[config.mk]
export PLATFORM = sky130hd
export DESIGN_NAME = ordered_array_edit_engine
export DESIGN_NICKNAME = d
export VERILOG_FILES = /design/src/sv/oaee_pkg.sv /design/src/sv/oaee_seq.sv /design/src/sv/oaee_dp.sv /design/src/sv/ordered_array_edit_engine.sv
export VERILOG_INCLUDE_DIRS = /design/src /design/src/sv
export SDC_FILE = /design/constraint.sdc
export NUM_CORES = 2
export LEC_CHECK = 0
export ABC_CLOCK_PERIOD_IN_PS = 6400
export BUFFER_PORTS_ARGS = -buffer_cell sky130_fd_sc_hd__buf_4
export CORE_MARGIN = 2
export CORE_UTILIZATION = 40
export CTS_BUF_LIST = sky130_fd_sc_hd__clkbuf_2 sky130_fd_sc_hd__clkbuf_4 sky130_fd_sc_hd__clkbuf_8
export CTS_CLUSTER_SIZE = 24
export DETAILED_ROUTE_END_ITERATION = 10
export PLACE_DENSITY = 0.59
export SKIP_CTS_REPAIR_TIMING = 1
export SYNTH_ARGS = -nofsm -noshare
export SYNTH_HDL_FRONTEND = slang
export SYNTH_HIERARCHICAL = 1
export SYNTH_SLANG_ARGS = --single-unit
[constraint.sdc]
create_clock -name clk -period 6.4 [get_ports clk]
set_clock_uncertainty 0.2 [all_clocks]
set_input_delay 0.64 -clock clk [delete_from_list [all_inputs] [get_ports clk]]
set_output_delay 0.64 -clock clk [all_outputs]
set_load 0.03 [all_outputs]
[src/sv/ordered_array_edit_engine_assert.svh]
// assertion macros for the ordered array edit engine
// expects clk and rst_n in the scope of use
`ifndef ORDERED_ARRAY_EDIT_ENGINE_ASSERT_SVH
`define ORDERED_ARRAY_EDIT_ENGINE_ASSERT_SVH

// same-cycle implication
`define OAEE_ASSERT_IMP(lbl, ante, cons) \
  lbl: assert property (@(posedge clk) disable iff (!rst_n) (ante) |-> (cons)) \
    else $error("oaee assertion failed");

// next-cycle implication
`define OAEE_ASSERT_NXT(lbl, ante, cons) \
  lbl: assert property (@(posedge clk) disable iff (!rst_n) (ante) |=> (cons)) \
    else $error("oaee assertion failed");

`endif

[src/sv/oaee_pkg.sv]
// shared types, codes and microcode rom of the ordered array edit engine
// no dependencies
package oaee_pkg;

  localparam int OP_W  = 3;
  localparam int POS_W = 7;
  localparam int VAL_W = 32;
  localparam int ST_W  = 2;
  localparam int UA_W  = 6;

  typedef logic [UA_W-1:0] ua_t;
  typedef logic [4:0]      act_t;
  typedef logic [3:0]      cond_t;

  localparam logic [OP_W-1:0] OP_INS_POS   = 3'd0;
  localparam logic [OP_W-1:0] OP_INS_FRONT = 3'd1;
  localparam logic [OP_W-1:0] OP_INS_END   = 3'd2;
  localparam logic [OP_W-1:0] OP_DEL_POS   = 3'd3;
  localparam logic [OP_W-1:0] OP_DEL_VAL   = 3'd4;
  localparam logic [OP_W-1:0] OP_READ      = 3'd5;
  localparam logic [OP_W-1:0] OP_FIND      = 3'd6;
  localparam logic [OP_W-1:0] OP_REVERSE   = 3'd7;

  localparam logic [ST_W-1:0] ST_OK       = 2'd0;
  localparam logic [ST_W-1:0] ST_BADPOS   = 2'd1;
  localparam logic [ST_W-1:0] ST_NOTFOUND = 2'd2;
  localparam logic [ST_W-1:0] ST_FULL     = 2'd3;

  localparam act_t ACT_NOP            = 5'd0;
  localparam act_t ACT_EMIT_OK        = 5'd1;
  localparam act_t ACT_EMIT_BADPOS    = 5'd2;
  localparam act_t ACT_EMIT_FULL      = 5'd3;
  localparam act_t ACT_EMIT_NF        = 5'd4;
  localparam act_t ACT_EMIT_READ      = 5'd5;
  localparam act_t ACT_EMIT_FIND      = 5'd6;
  localparam act_t ACT_EMIT_FIND_LAST = 5'd7;
  localparam act_t ACT_SETUP_INS      = 5'd8;
  localparam act_t ACT_RD_IDX_M1      = 5'd9;
  localparam act_t ACT_WR_RD_DEC      = 5'd10;
  localparam act_t ACT_WR_VAL_INC     = 5'd11;
  localparam act_t ACT_SETUP_DEL      = 5'd12;
  localparam act_t ACT_RD_IDX_P1      = 5'd13;
  localparam act_t ACT_WR_RD_INC      = 5'd14;
  localparam act_t ACT_DEC_CNT        = 5'd15;
  localparam act_t ACT_CLR_SCAN       = 5'd16;
  localparam act_t ACT_RD_IDX         = 5'd17;
  localparam act_t ACT_CMP_INC        = 5'd18;
  localparam act_t ACT_SET_IDX_AT     = 5'd19;
  localparam act_t ACT_RD_POS         = 5'd20;
  localparam act_t ACT_MARK_INC       = 5'd21;
  localparam act_t ACT_INC_IDX        = 5'd22;
  localparam act_t ACT_SETUP_REV      = 5'd23;
  localparam act_t ACT_DEC_HI_RD_IDX  = 5'd24;
  localparam act_t ACT_SAVE_RD_HI     = 5'd25;
  localparam act_t ACT_WR_IDX_RD      = 5'd26;
  localparam act_t ACT_WR_HI_TMP_INC  = 5'd27;

  localparam cond_t C_NEVER         = 4'd0;
  localparam cond_t C_ALWAYS        = 4'd1;
  localparam cond_t C_FULL          = 4'd2;
  localparam cond_t C_INS_BAD       = 4'd3;
  localparam cond_t C_BADPOS        = 4'd4;
  localparam cond_t C_IDX_EQ_INS    = 4'd5;
  localparam cond_t C_IDX_P1_GE_CNT = 4'd6;
  localparam cond_t C_IDX_GE_CNT    = 4'd7;
  localparam cond_t C_NOHIT         = 4'd8;
  localparam cond_t C_NOMATCH       = 4'd9;
  localparam cond_t C_REV_DONE      = 4'd10;

  localparam ua_t U_IDLE       = 6'd0;
  localparam ua_t U_OK         = 6'd1;
  localparam ua_t U_BADPOS     = 6'd2;
  localparam ua_t U_FULL       = 6'd3;
  localparam ua_t U_NF         = 6'd4;
  localparam ua_t U_INS        = 6'd5;
  localparam ua_t U_INS_CHK    = 6'd6;
  localparam ua_t U_INS_LOOP   = 6'd7;
  localparam ua_t U_INS_RD     = 6'd8;
  localparam ua_t U_INS_WR     = 6'd9;
  localparam ua_t U_INS_PUT    = 6'd10;
  localparam ua_t U_DEL        = 6'd11;
  localparam ua_t U_RM         = 6'd12;
  localparam ua_t U_RM_RD      = 6'd13;
  localparam ua_t U_RM_WR      = 6'd14;
  localparam ua_t U_RM_END     = 6'd15;
  localparam ua_t U_DVAL       = 6'd16;
  localparam ua_t U_DV_LOOP    = 6'd17;
  localparam ua_t U_DV_RD      = 6'd18;
  localparam ua_t U_DV_CMP     = 6'd19;
  localparam ua_t U_DV_END     = 6'd20;
  localparam ua_t U_DV_GO      = 6'd21;
  localparam ua_t U_RD         = 6'd22;
  localparam ua_t U_RD_MEM     = 6'd23;
  localparam ua_t U_RD_EMIT    = 6'd24;
  localparam ua_t U_FIND       = 6'd25;
  localparam ua_t U_F_LOOP     = 6'd26;
  localparam ua_t U_F_RD       = 6'd27;
  localparam ua_t U_F_CMP      = 6'd28;
  localparam ua_t U_F_PEND     = 6'd29;
  localparam ua_t U_F_EMIT     = 6'd30;
  localparam ua_t U_F_MARK     = 6'd31;
  localparam ua_t U_F_INC      = 6'd32;
  localparam ua_t U_F_END      = 6'd33;
  localparam ua_t U_F_LAST     = 6'd34;
  localparam ua_t U_REV        = 6'd35;
  localparam ua_t U_REV_LOOP   = 6'd36;
  localparam ua_t U_REV_RD_LO  = 6'd37;
  localparam ua_t U_REV_RD_HI  = 6'd38;
  localparam ua_t U_REV_WR_LO  = 6'd39;
  localparam ua_t U_REV_WR_HI  = 6'd40;

  typedef struct packed {
    act_t  act;
    cond_t cond;
    ua_t   target;
  } ucw_t;

  typedef struct packed {
    logic load;
    logic en;
    act_t act;
  } ctrl_t;

  typedef struct packed {
    logic full;
    logic ins_bad;
    logic badpos;
    logic idx_eq_ins;
    logic idx_p1_ge_cnt;
    logic idx_ge_cnt;
    logic nohit;
    logic nomatch;
    logic rev_done;
    logic out_busy;
  } flags_t;

  function automatic ucw_t ucode(input ua_t a);
    ucw_t w;
    case (a)
      U_IDLE:      w = '{ACT_NOP,            C_NEVER,         U_IDLE};
      U_OK:        w = '{ACT_EMIT_OK,        C_ALWAYS,        U_IDLE};
      U_BADPOS:    w = '{ACT_EMIT_BADPOS,    C_ALWAYS,        U_IDLE};
      U_FULL:      w = '{ACT_EMIT_FULL,      C_ALWAYS,        U_IDLE};
      U_NF:        w = '{ACT_EMIT_NF,        C_ALWAYS,        U_IDLE};
      U_INS:       w = '{ACT_SETUP_INS,      C_FULL,          U_FULL};
      U_INS_CHK:   w = '{ACT_NOP,            C_INS_BAD,       U_BADPOS};
      U_INS_LOOP:  w = '{ACT_NOP,            C_IDX_EQ_INS,    U_INS_PUT};
      U_INS_RD:    w = '{ACT_RD_IDX_M1,      C_NEVER,         U_IDLE};
      U_INS_WR:    w = '{ACT_WR_RD_DEC,      C_ALWAYS,        U_INS_LOOP};
      U_INS_PUT:   w = '{ACT_WR_VAL_INC,     C_ALWAYS,        U_OK};
      U_DEL:       w = '{ACT_SETUP_DEL,      C_BADPOS,        U_BADPOS};
      U_RM:        w = '{ACT_NOP,            C_IDX_P1_GE_CNT, U_RM_END};
      U_RM_RD:     w = '{ACT_RD_IDX_P1,      C_NEVER,         U_IDLE};
      U_RM_WR:     w = '{ACT_WR_RD_INC,      C_ALWAYS,        U_RM};
      U_RM_END:    w = '{ACT_DEC_CNT,        C_ALWAYS,        U_OK};
      U_DVAL:      w = '{ACT_CLR_SCAN,       C_NEVER,         U_IDLE};
      U_DV_LOOP:   w = '{ACT_NOP,            C_IDX_GE_CNT,    U_DV_END};
      U_DV_RD:     w = '{ACT_RD_IDX,         C_NEVER,         U_IDLE};
      U_DV_CMP:    w = '{ACT_CMP_INC,        C_ALWAYS,        U_DV_LOOP};
      U_DV_END:    w = '{ACT_SET_IDX_AT,     C_NOHIT,         U_NF};
      U_DV_GO:     w = '{ACT_NOP,            C_ALWAYS,        U_RM};
      U_RD:        w = '{ACT_NOP,            C_BADPOS,        U_BADPOS};
      U_RD_MEM:    w = '{ACT_RD_POS,         C_NEVER,         U_IDLE};
      U_RD_EMIT:   w = '{ACT_EMIT_READ,      C_ALWAYS,        U_IDLE};
      U_FIND:      w = '{ACT_CLR_SCAN,       C_NEVER,         U_IDLE};
      U_F_LOOP:    w = '{ACT_NOP,            C_IDX_GE_CNT,    U_F_END};
      U_F_RD:      w = '{ACT_RD_IDX,         C_NEVER,         U_IDLE};
      U_F_CMP:     w = '{ACT_NOP,            C_NOMATCH,       U_F_INC};
      U_F_PEND:    w = '{ACT_NOP,            C_NOHIT,         U_F_MARK};
      U_F_EMIT:    w = '{ACT_EMIT_FIND,      C_NEVER,         U_IDLE};
      U_F_MARK:    w = '{ACT_MARK_INC,       C_ALWAYS,        U_F_LOOP};
      U_F_INC:     w = '{ACT_INC_IDX,        C_ALWAYS,        U_F_LOOP};
      U_F_END:     w = '{ACT_NOP,            C_NOHIT,         U_NF};
      U_F_LAST:    w = '{ACT_EMIT_FIND_LAST, C_ALWAYS,        U_IDLE};
      U_REV:       w = '{ACT_SETUP_REV,      C_NEVER,         U_IDLE};
      U_REV_LOOP:  w = '{ACT_NOP,            C_REV_DONE,      U_OK};
      U_REV_RD_LO: w = '{ACT_DEC_HI_RD_IDX,  C_NEVER,         U_IDLE};
      U_REV_RD_HI: w = '{ACT_SAVE_RD_HI,     C_NEVER,         U_IDLE};
      U_REV_WR_LO: w = '{ACT_WR_IDX_RD,      C_NEVER,         U_IDLE};
      U_REV_WR_HI: w = '{ACT_WR_HI_TMP_INC,  C_ALWAYS,        U_REV_LOOP};
      default:     w = '{ACT_NOP,            C_ALWAYS,        U_IDLE};
    endcase
    return w;
  endfunction

  function automatic ua_t entry(input logic [OP_W-1:0] op);
    ua_t a;
    case (op)
      OP_INS_POS, OP_INS_FRONT, OP_INS_END: a = U_INS;
      OP_DEL_POS: a = U_DEL;
      OP_DEL_VAL: a = U_DVAL;
      OP_READ:    a = U_RD;
      OP_FIND:    a = U_FIND;
      default:    a = U_REV;
    endcase
    return a;
  endfunction

endpackage

[src/sv/oaee_seq.sv]
// microcode sequencer: step counter, rom lookup, conditional jumps, dispatch
// depends on oaee_pkg
module oaee_seq (
  input  logic                       clk,
  input  logic                       rst_n,
  input  logic                       in_valid,
  input  logic [oaee_pkg::OP_W-1:0]  in_operation,
  output logic                       in_ready,
  input  oaee_pkg::flags_t           flags,
  output oaee_pkg::ctrl_t            ctrl
);

  oaee_pkg::ua_t  upc_r;
  oaee_pkg::ua_t  upc_nxt;
  oaee_pkg::ucw_t uw;
  logic           idle;
  logic           is_emit;
  logic           stall;
  logic           cond_true;

  always_comb begin
    uw      = oaee_pkg::ucode(upc_r);
    idle    = (upc_r == oaee_pkg::U_IDLE);
    is_emit = uw.act inside {oaee_pkg::ACT_EMIT_OK, oaee_pkg::ACT_EMIT_BADPOS,
                             oaee_pkg::ACT_EMIT_FULL, oaee_pkg::ACT_EMIT_NF,
                             oaee_pkg::ACT_EMIT_READ, oaee_pkg::ACT_EMIT_FIND,
                             oaee_pkg::ACT_EMIT_FIND_LAST};
    stall   = is_emit && flags.out_busy;
    case (uw.cond)
      oaee_pkg::C_NEVER:         cond_true = 1'b0;
      oaee_pkg::C_ALWAYS:        cond_true = 1'b1;
      oaee_pkg::C_FULL:          cond_true = flags.full;
      oaee_pkg::C_INS_BAD:       cond_true = flags.ins_bad;
      oaee_pkg::C_BADPOS:        cond_true = flags.badpos;
      oaee_pkg::C_IDX_EQ_INS:    cond_true = flags.idx_eq_ins;
      oaee_pkg::C_IDX_P1_GE_CNT: cond_true = flags.idx_p1_ge_cnt;
      oaee_pkg::C_IDX_GE_CNT:    cond_true = flags.idx_ge_cnt;
      oaee_pkg::C_NOHIT:         cond_true = flags.nohit;
      oaee_pkg::C_NOMATCH:       cond_true = flags.nomatch;
      oaee_pkg::C_REV_DONE:      cond_true = flags.rev_done;
      default:                   cond_true = 1'b0;
    endcase

    if (idle) begin
      upc_nxt = in_valid ? oaee_pkg::entry(in_operation) : upc_r;
    end else if (stall) begin
      upc_nxt = upc_r;
    end else if (cond_true) begin
      upc_nxt = uw.target;
    end else begin
      upc_nxt = upc_r + 1'b1;
    end

    in_ready  = idle;
    ctrl.load = idle && in_valid;
    ctrl.en   = !idle && !stall;
    ctrl.act  = uw.act;
  end

  always_ff @(posedge clk) begin
    if (!rst_n) begin
      upc_r <= oaee_pkg::U_IDLE;
    end else begin
      upc_r <= upc_nxt;
    end
  end

endmodule

[src/sv/oaee_dp.sv]
// datapath: element memory, pointers, count, match tracking, result register
// depends on oaee_pkg; driven by oaee_seq control words
module oaee_dp #(
  parameter int DEPTH = 64
) (
  input  logic                             clk,
  input  logic                             rst_n,
  input  oaee_pkg::ctrl_t                  ctrl,
  input  logic [oaee_pkg::OP_W-1:0]        in_operation,
  input  logic [oaee_pkg::POS_W-1:0]       in_position,
  input  logic signed [oaee_pkg::VAL_W-1:0] in_value,
  input  logic                             out_ready,
  output oaee_pkg::flags_t                 flags,
  output logic                             out_valid,
  output logic [oaee_pkg::ST_W-1:0]        out_status,
  output logic signed [oaee_pkg::VAL_W-1:0] out_read_value,
  output logic [oaee_pkg::POS_W-1:0]       out_found_position,
  output logic [oaee_pkg::POS_W-1:0]       out_element_count,
  output logic                             out_last
);

  localparam int AW = $clog2(DEPTH);
  localparam int CW = $clog2(DEPTH + 1);

  logic signed [oaee_pkg::VAL_W-1:0] mem [DEPTH];

  logic [oaee_pkg::OP_W-1:0]         op_r;
  logic [oaee_pkg::POS_W-1:0]        pos_r;
  logic signed [oaee_pkg::VAL_W-1:0] val_r;

  logic [CW-1:0] cnt_r, cnt_nxt;
  logic [CW-1:0] idx_r, idx_nxt;
  logic [CW-1:0] hi_r, hi_nxt;
  logic [CW-1:0] ins_r, ins_nxt;
  logic [CW-1:0] at_r, at_nxt;
  logic          hit_r, hit_nxt;
  logic signed [oaee_pkg::VAL_W-1:0] tmp_r, tmp_nxt;
  logic signed [oaee_pkg::VAL_W-1:0] rd_r;

  logic                              out_valid_r, out_valid_nxt;
  logic [oaee_pkg::ST_W-1:0]         out_status_r, out_status_nxt;
  logic signed [oaee_pkg::VAL_W-1:0] out_rv_r, out_rv_nxt;
  logic [oaee_pkg::POS_W-1:0]        out_fp_r, out_fp_nxt;
  logic [oaee_pkg::POS_W-1:0]        out_cnt_r, out_cnt_nxt;
  logic                              out_last_r, out_last_nxt;

  logic                              mem_we;
  logic [AW-1:0]                     mem_waddr;
  logic signed [oaee_pkg::VAL_W-1:0] mem_wdata;
  logic                              mem_re;
  logic [AW-1:0]                     mem_raddr;

  logic [CW-1:0]                 idx_m1;
  logic [CW-1:0]                 idx_p1;
  logic [oaee_pkg::POS_W-1:0]    pos_m1;
  logic [oaee_pkg::POS_W-1:0]    cnt_ext;
  logic [oaee_pkg::POS_W-1:0]    at_p1;
  logic                          badpos;

  always_comb begin
    idx_m1  = idx_r - 1'b1;
    idx_p1  = idx_r + 1'b1;
    pos_m1  = pos_r - 1'b1;
    cnt_ext = oaee_pkg::POS_W'(cnt_r);
    at_p1   = oaee_pkg::POS_W'(at_r) + 1'b1;
    badpos  = (pos_r == '0) || (pos_r > cnt_ext);

    flags.full          = (cnt_r == CW'(DEPTH));
    flags.badpos        = badpos;
    flags.ins_bad       = (op_r == oaee_pkg::OP_INS_POS) && badpos;
    flags.idx_eq_ins    = (idx_r == ins_r);
    flags.idx_p1_ge_cnt = ({1'b0, idx_r} + 1'b1) >= {1'b0, cnt_r};
    flags.idx_ge_cnt    = (idx_r >= cnt_r);
    flags.nohit         = !hit_r;
    flags.nomatch       = (rd_r != val_r);
    flags.rev_done      = {1'b0, hi_r} <= ({1'b0, idx_r} + 1'b1);
    flags.out_busy      = out_valid_r && !out_ready;
  end

  always_comb begin
    cnt_nxt        = cnt_r;
    idx_nxt        = idx_r;
    hi_nxt         = hi_r;
    ins_nxt        = ins_r;
    at_nxt         = at_r;
    hit_nxt        = hit_r;
    tmp_nxt        = tmp_r;
    mem_we         = 1'b0;
    mem_waddr      = idx_r[AW-1:0];
    mem_wdata      = rd_r;
    mem_re         = 1'b0;
    mem_raddr      = idx_r[AW-1:0];
    out_valid_nxt  = out_valid_r && !out_ready;
    out_status_nxt = out_status_r;
    out_rv_nxt     = out_rv_r;
    out_fp_nxt     = out_fp_r;
    out_cnt_nxt    = out_cnt_r;
    out_last_nxt   = out_last_r;

    if (ctrl.en) begin
      case (ctrl.act)
        oaee_pkg::ACT_EMIT_OK, oaee_pkg::ACT_EMIT_BADPOS, oaee_pkg::ACT_EMIT_FULL,
        oaee_pkg::ACT_EMIT_NF: begin
          out_valid_nxt = 1'b1;
          out_rv_nxt    = '0;
          out_fp_nxt    = '0;
          out_cnt_nxt   = cnt_ext;
          out_last_nxt  = 1'b1;
          case (ctrl.act)
            oaee_pkg::ACT_EMIT_BADPOS: out_status_nxt = oaee_pkg::ST_BADPOS;
            oaee_pkg::ACT_EMIT_FULL:   out_status_nxt = oaee_pkg::ST_FULL;
            oaee_pkg::ACT_EMIT_NF:     out_status_nxt = oaee_pkg::ST_NOTFOUND;
            default:                   out_status_nxt = oaee_pkg::ST_OK;
          endcase
        end
        oaee_pkg::ACT_EMIT_READ: begin
          out_valid_nxt  = 1'b1;
          out_status_nxt = oaee_pkg::ST_OK;
          out_rv_nxt     = rd_r;
          out_fp_nxt     = '0;
          out_cnt_nxt    = cnt_ext;
          out_last_nxt   = 1'b1;
        end
        oaee_pkg::ACT_EMIT_FIND, oaee_pkg::ACT_EMIT_FIND_LAST: begin
          out_valid_nxt  = 1'b1;
          out_status_nxt = oaee_pkg::ST_OK;
          out_rv_nxt     = '0;
          out_fp_nxt     = at_p1;
          out_cnt_nxt    = cnt_ext;
          out_last_nxt   = (ctrl.act == oaee_pkg::ACT_EMIT_FIND_LAST);
        end
        oaee_pkg::ACT_SETUP_INS: begin
          idx_nxt = cnt_r;
          case (op_r)
            oaee_pkg::OP_INS_POS:   ins_nxt = CW'(pos_m1);
            oaee_pkg::OP_INS_FRONT: ins_nxt = '0;
            default:                ins_nxt = cnt_r;
          endcase
        end
        oaee_pkg::ACT_RD_IDX_M1: begin
          mem_re    = 1'b1;
          mem_raddr = idx_m1[AW-1:0];
        end
        oaee_pkg::ACT_WR_RD_DEC: begin
          mem_we  = 1'b1;
          idx_nxt = idx_m1;
        end
        oaee_pkg::ACT_WR_VAL_INC: begin
          mem_we    = 1'b1;
          mem_wdata = val_r;
          cnt_nxt   = cnt_r + 1'b1;
        end
        oaee_pkg::ACT_SETUP_DEL: begin
          idx_nxt = CW'(pos_m1);
        end
        oaee_pkg::ACT_RD_IDX_P1: begin
          mem_re    = 1'b1;
          mem_raddr = idx_p1[AW-1:0];
        end
        oaee_pkg::ACT_WR_RD_INC: begin
          mem_we  = 1'b1;
          idx_nxt = idx_p1;
        end
        oaee_pkg::ACT_DEC_CNT: begin
          cnt_nxt = cnt_r - 1'b1;
        end
        oaee_pkg::ACT_CLR_SCAN: begin
          idx_nxt = '0;
          hit_nxt = 1'b0;
        end
        oaee_pkg::ACT_RD_IDX: begin
          mem_re = 1'b1;
        end
        oaee_pkg::ACT_CMP_INC: begin
          if (rd_r == val_r) begin
            hit_nxt = 1'b1;
            at_nxt  = idx_r;
          end
          idx_nxt = idx_p1;
        end
        oaee_pkg::ACT_SET_IDX_AT: begin
          idx_nxt = at_r;
        end
        oaee_pkg::ACT_RD_POS: begin
          mem_re    = 1'b1;
          mem_raddr = pos_m1[AW-1:0];
        end
        oaee_pkg::ACT_MARK_INC: begin
          hit_nxt = 1'b1;
          at_nxt  = idx_r;
          idx_nxt = idx_p1;
        end
        oaee_pkg::ACT_INC_IDX: begin
          idx_nxt = idx_p1;
        end
        oaee_pkg::ACT_SETUP_REV: begin
          idx_nxt = '0;
          hi_nxt  = cnt_r;
        end
        oaee_pkg::ACT_DEC_HI_RD_IDX: begin
          hi_nxt = hi_r - 1'b1;
          mem_re = 1'b1;
        end
        oaee_pkg::ACT_SAVE_RD_HI: begin
          tmp_nxt   = rd_r;
          mem_re    = 1'b1;
          mem_raddr = hi_r[AW-1:0];
        end
        oaee_pkg::ACT_WR_IDX_RD: begin
          mem_we = 1'b1;
        end
        oaee_pkg::ACT_WR_HI_TMP_INC: begin
          mem_we    = 1'b1;
          mem_waddr = hi_r[AW-1:0];
          mem_wdata = tmp_r;
          idx_nxt   = idx_p1;
        end
        default: begin
        end
      endcase
    end
  end

  always_ff @(posedge clk) begin
    if (mem_we) begin
      mem[mem_waddr] <= mem_wdata;
    end
    if (mem_re) begin
      rd_r <= mem[mem_raddr];
    end
  end

  always_ff @(posedge clk) begin
    if (ctrl.load) begin
      op_r  <= in_operation;
      pos_r <= in_position;
      val_r <= in_value;
    end
    idx_r        <= idx_nxt;
    hi_r         <= hi_nxt;
    ins_r        <= ins_nxt;
    at_r         <= at_nxt;
    hit_r        <= hit_nxt;
    tmp_r        <= tmp_nxt;
    out_status_r <= out_status_nxt;
    out_rv_r     <= out_rv_nxt;
    out_fp_r     <= out_fp_nxt;
    out_cnt_r    <= out_cnt_nxt;
    out_last_r   <= out_last_nxt;
  end

  always_ff @(posedge clk) begin
    if (!rst_n) begin
      cnt_r       <= '0;
      out_valid_r <= 1'b0;
    end else begin
      cnt_r       <= cnt_nxt;
      out_valid_r <= out_valid_nxt;
    end
  end

  assign out_valid          = out_valid_r;
  assign out_status         = out_status_r;
  assign out_read_value     = out_rv_r;
  assign out_found_position = out_fp_r;
  assign out_element_count  = out_cnt_r;
  assign out_last           = out_last_r;

endmodule

[src/sv/ordered_array_edit_engine.sv]
// one request at a time; in_ready is high only while the sequencer sits at its idle step
// insert and delete by position shift the later entries one at a time; delete value scans
// every entry and removes the last match; find scans every entry and gives one result per
// match, out_last on the final one; reverse swaps entry pairs from both ends inward
// every result step waits while the previous result is held by out_ready low
// synchronous active-low reset empties the array; stored entries are not cleared
`include "ordered_array_edit_engine_assert.svh"

module ordered_array_edit_engine #(
  parameter int DEPTH = 64
) (
  input  logic                              clk,
  input  logic                              rst_n,
  input  logic                              in_valid,
  output logic                              in_ready,
  input  logic [oaee_pkg::OP_W-1:0]         in_operation,
  input  logic [oaee_pkg::POS_W-1:0]        in_position,
  input  logic signed [oaee_pkg::VAL_W-1:0] in_value,
  output logic                              out_valid,
  input  logic                              out_ready,
  output logic [oaee_pkg::ST_W-1:0]         out_status,
  output logic signed [oaee_pkg::VAL_W-1:0] out_read_value,
  output logic [oaee_pkg::POS_W-1:0]        out_found_position,
  output logic [oaee_pkg::POS_W-1:0]        out_element_count,
  output logic                              out_last
);

  oaee_pkg::ctrl_t  ctrl;
  oaee_pkg::flags_t flags;

  oaee_seq u_seq (
    .clk          (clk),
    .rst_n        (rst_n),
    .in_valid     (in_valid),
    .in_operation (in_operation),
    .in_ready     (in_ready),
    .flags        (flags),
    .ctrl         (ctrl)
  );

  oaee_dp #(
    .DEPTH (DEPTH)
  ) u_dp (
    .clk                (clk),
    .rst_n              (rst_n),
    .ctrl               (ctrl),
    .in_operation       (in_operation),
    .in_position        (in_position),
    .in_value           (in_value),
    .out_ready          (out_ready),
    .flags              (flags),
    .out_valid          (out_valid),
    .out_status         (out_status),
    .out_read_value     (out_read_value),
    .out_found_position (out_found_position),
    .out_element_count  (out_element_count),
    .out_last           (out_last)
  );

  `OAEE_ASSERT_NXT(a_leave_idle, in_valid && in_ready, !in_ready)
  `OAEE_ASSERT_IMP(a_no_work_idle, ctrl.en, !in_ready)
  `OAEE_ASSERT_IMP(a_count_range, out_valid, out_element_count <= oaee_pkg::POS_W'(DEPTH))
  `OAEE_ASSERT_IMP(a_partial_find, out_valid && !out_last,
                   out_status == oaee_pkg::ST_OK && out_found_position != '0)

endmodule
==> impl_metrics.toml <==
[detailed_routing]
vias = 63300
antenna_left = 0
vias_per_cell = 5.82
drt_iter0_markers = 8568
drcViolationCount = 0
dr.pass1.iters = 6
drt-total-wl_mm = 292
wl_per_cell_um = 26.9

[floorplan]
dieArea_mm2 = 0.236
io_pins = 97
die_h_um = 486
num_rows = 176
core-area_mm2 = 0.231
start_util_pct = 40.3
dieWidth_um = 486

[critical_path]
crit_path_start_kind = "flop"
path_class = "flop to flop"
critical_path_buf_inv_count = 4
slowest_stage = "o31ai_1"
crit_chain = "inv_1 -> ha_1 -> nor4b_4 -> nand2_4 -> inv_4 -> nor2_1 -> nor2b_1 -> nand2_1 -> o21ai_4 -> buf_12 -> buf_12 -> a31oi_1 -> a32oi_1 -> nand3_1 -> o31ai_1 -> nor4_1"
regToRegSetupSlack_ps = 310
crit_path_frequent_cell = "buf_12"
critPathArrivalTime_ps = 6640
max_stage_delay_ps = 1180
path_max_fanout = 60
crit_path_end_kind = "flop"
crit_required_ps = 6950
critical-path-top-delay-family = "compound AO/OA/AOI/OAI gates"

[pwr]
switching_share_pct = 34.2
p_leak_nw = 36.8
powerDensity_mw_per_mm2 = 385
total_power_w = 0.0415
p_int_w = 0.0273
seq_power_share_pct = 41.6
clockPowerShare_pct = 30.6
p_sw_w = 0.0142
p_comb_share_pct = 27.8
peakVddDrop_mv = 0.262

[placed_design]
io_buffers = 96
hpwlAfterDp_mm = 172
gp_congestion = 0.884
dp_slack_ps = 259

[yosys]
yosysWarnings = 6
synth_top_family_by_area = "simple AND/OR/NAND/NOR gates"
synth_mux_area_share_pct = 0.708
synth.distinct_cells = 113
syn_area_mm2 = 0.0930
synth-edff-count = 2232
ys.flop_type = "edfxtp_1"
syn-mean-instance-area_um2 = 13.0
netlist_top_cells_area = "edfxtp_1 72%, nand2_1 7.7%, nand3_1 2.6%, a21oi_1 1.7%, and3_1 1.6%"
synthXorXnorAreaFrac_pct = 0.725
yosysMostFrequentCell = "edfxtp_1"
synth_top_area_cell = "edfxtp_1"
yosysTopAreaCellShare_pct = 72.1
seq_area_frac_synth_pct = 72.7
ys_ff_latch = 2261
synth-simple-area-share_pct = 14.6
synthArstFlopShare_pct = 0
synth_cells = 7156
synth_fa_ha_area_share_pct = 0.678
synth-compound-area-share_pct = 8.02
syn_nets = 7251
synthTopCellsByCount = "2232 x edfxtp_1, 1908 x nand2_1, 485 x nand3_1, 321 x a21oi_1, 240 x and3_1"

[timing]
relSlewSlack_pct = 10.9
finalSetupTns_ps = 0
finalMaxSlewViolations = 0
setup_viol = 0
worstMarginPinSlew_ps = 1320
layout_setup_ws_ps = 306
finalCriticalPeriod_ps = 6090
max_freq_mhz = 164
rsz0062_at_grt = "false"
period_share_pct = 95.2
finalHoldViolations = 0

[finish]
final_util_pct = 46.7
syn_to_final_growth_pct = 15.8
nets = 7653
drive_gt1_share_pct = 15.2

[global_routing]
track_usage_pct = 24.2
grt_pass1_vias = 60400
grt_antenna_before_repair = 9
grt_pass1_wl_mm = 421
grt_overflow = 0
grt_max_degree = 96

[clock_tree]
cts_tree = "yes"
numClockSinks = 2261
path_clk_slew_ps = 60
cts_made_buffers = 393
clock_latency_ps = 1070
htree_levels = 5
root_buffer = "clkbuf_8"
ctsLongestPathBuffers = 4

[worst_hold_path]
hold_path.class = "primary input to flop"

[flow_run]
max_cap_viol_count = 0

[outcome]
outcome = "finished clean"
## cells by family after synthesis
kind of cell | count (synthesis)
AND/OR/NAND/NOR | 3068
flip-flops | 2261
AO/OA/AOI/OAI | 1123
buffers and inverters | 514
XOR/XNOR | 77
multiplexers | 63
adder cells (fa/ha/maj) | 50
## layer usage
metal | part of all wire (%) | wire length, µm | up-vias | track usage, %
li1 | - | - | 27500 | -
met1 | 41 | 118000 | 31800 | 33.7
met2 | 45 | 133000 | 3461 | 37.2
met3 | 10 | 30300 | 590 | 4.85
met4 | 3.8 | 11000 | 2 | 9.58
met5 | 0.0051 | 15 | - | 0
## worst paths after layout
| check | startpoint | end | cells past startpoint |
|---|---|---|---|
| worst min-delay path | in_value[17] | u_dp/val_r[17] | 2 |
| worst min register to register | u_dp/cnt_ext[4] | u_dp/out_element_count[4] | 1 |
| worst max register to register | u_seq/upc_r[0] | u_dp/rd_r[31] | 16 |
| worst max-delay path | u_seq/upc_r[0] | u_dp/rd_r[31] | 16 |
## per-stage QoR
step                      hold slack [ps]  std cells  cell area (µm²)
after floorplan                       251       7156            93000
after global placement                370      10100            99800
after detailed placement              377      10100            99800
after CTS                            -558      10800           107000
after global routing                 27.0      10900           108000
final                                93.6      10900           108000
## worst reg2reg max path, delay by kind of cell, from the launching register on
family / cells / cell delay [ps]
flops: 1 / 400
buf+inv: 4 / 930
fa+ha+maj: 1 / 220
simple gates: 7 / 1820
compound gates: 4 / 2230
## flip-flops by register name, indices dropped and copies added, names as in the netlist, 15 cells and up
name	flops
u_dp/mem	2048
u_dp/out_read_value	32
u_dp/rd_r	32
u_dp/tmp_r	32
u_dp/val_r	32
u_seq/uw	15
## cell usage in the layout (no fill, tap or decap), types with 42 or more instances in the layout
| cell type | n |
|---|---|
| edfxtp_1 | 2232 |
| nand2_1 | 1908 |
| nand3_1 | 485 |
| clkbuf_8 | 396 |
| buf_4 | 343 |
| a21oi_1 | 288 |
| and3_1 | 239 |
| a31oi_1 | 221 |
| clkinv_1 | 111 |
| a211oi_1 | 111 |
| o21ai_0 | 100 |
| clkbuf_4 | 99 |
| nor2_1 | 96 |
| buf_12 | 89 |
| nor2_4 | 69 |
| a311oi_1 | 66 |
| xnor2_1 | 56 |
| mux2i_1 | 55 |
| o22ai_1 | 52 |
| clkinv_2 | 51 |
| nor4_1 | 50 |
| and2_1 | 49 |
| ha_1 | 48 |
| dlygate4sd3_1 | 45 |
| nor3_1 | 42 |
## area by class of cell
class / count / area [µm²]
clock buffers: 495 / 6190
repair buffers: 477 / 4810
inverters: 44 / 175
flip-flops and latches: 2261 / 67600
well taps: 3026 / 3790
multi-input cells: 4381 / 23900
clock inverters: 184 / 1140
fillers: 20200 / 123000
diodes: 5 / 12.5
## power by group through the flow
stage | clock (W) | combinational (W) | sequential (W)
after CTS | 0.0129 | 0.0114 | 0.0173
final | 0.0127 | 0.0115 | 0.0173
after detailed placement | 0 | 0.0113 | 0.0176
after global routing | 0.0135 | 0.0123 | 0.0173
after floorplan | 0 | 0.00669 | 0.0177
after global placement | 0 | 0.0112 | 0.0176
Power figures use the tool's default switching activity.
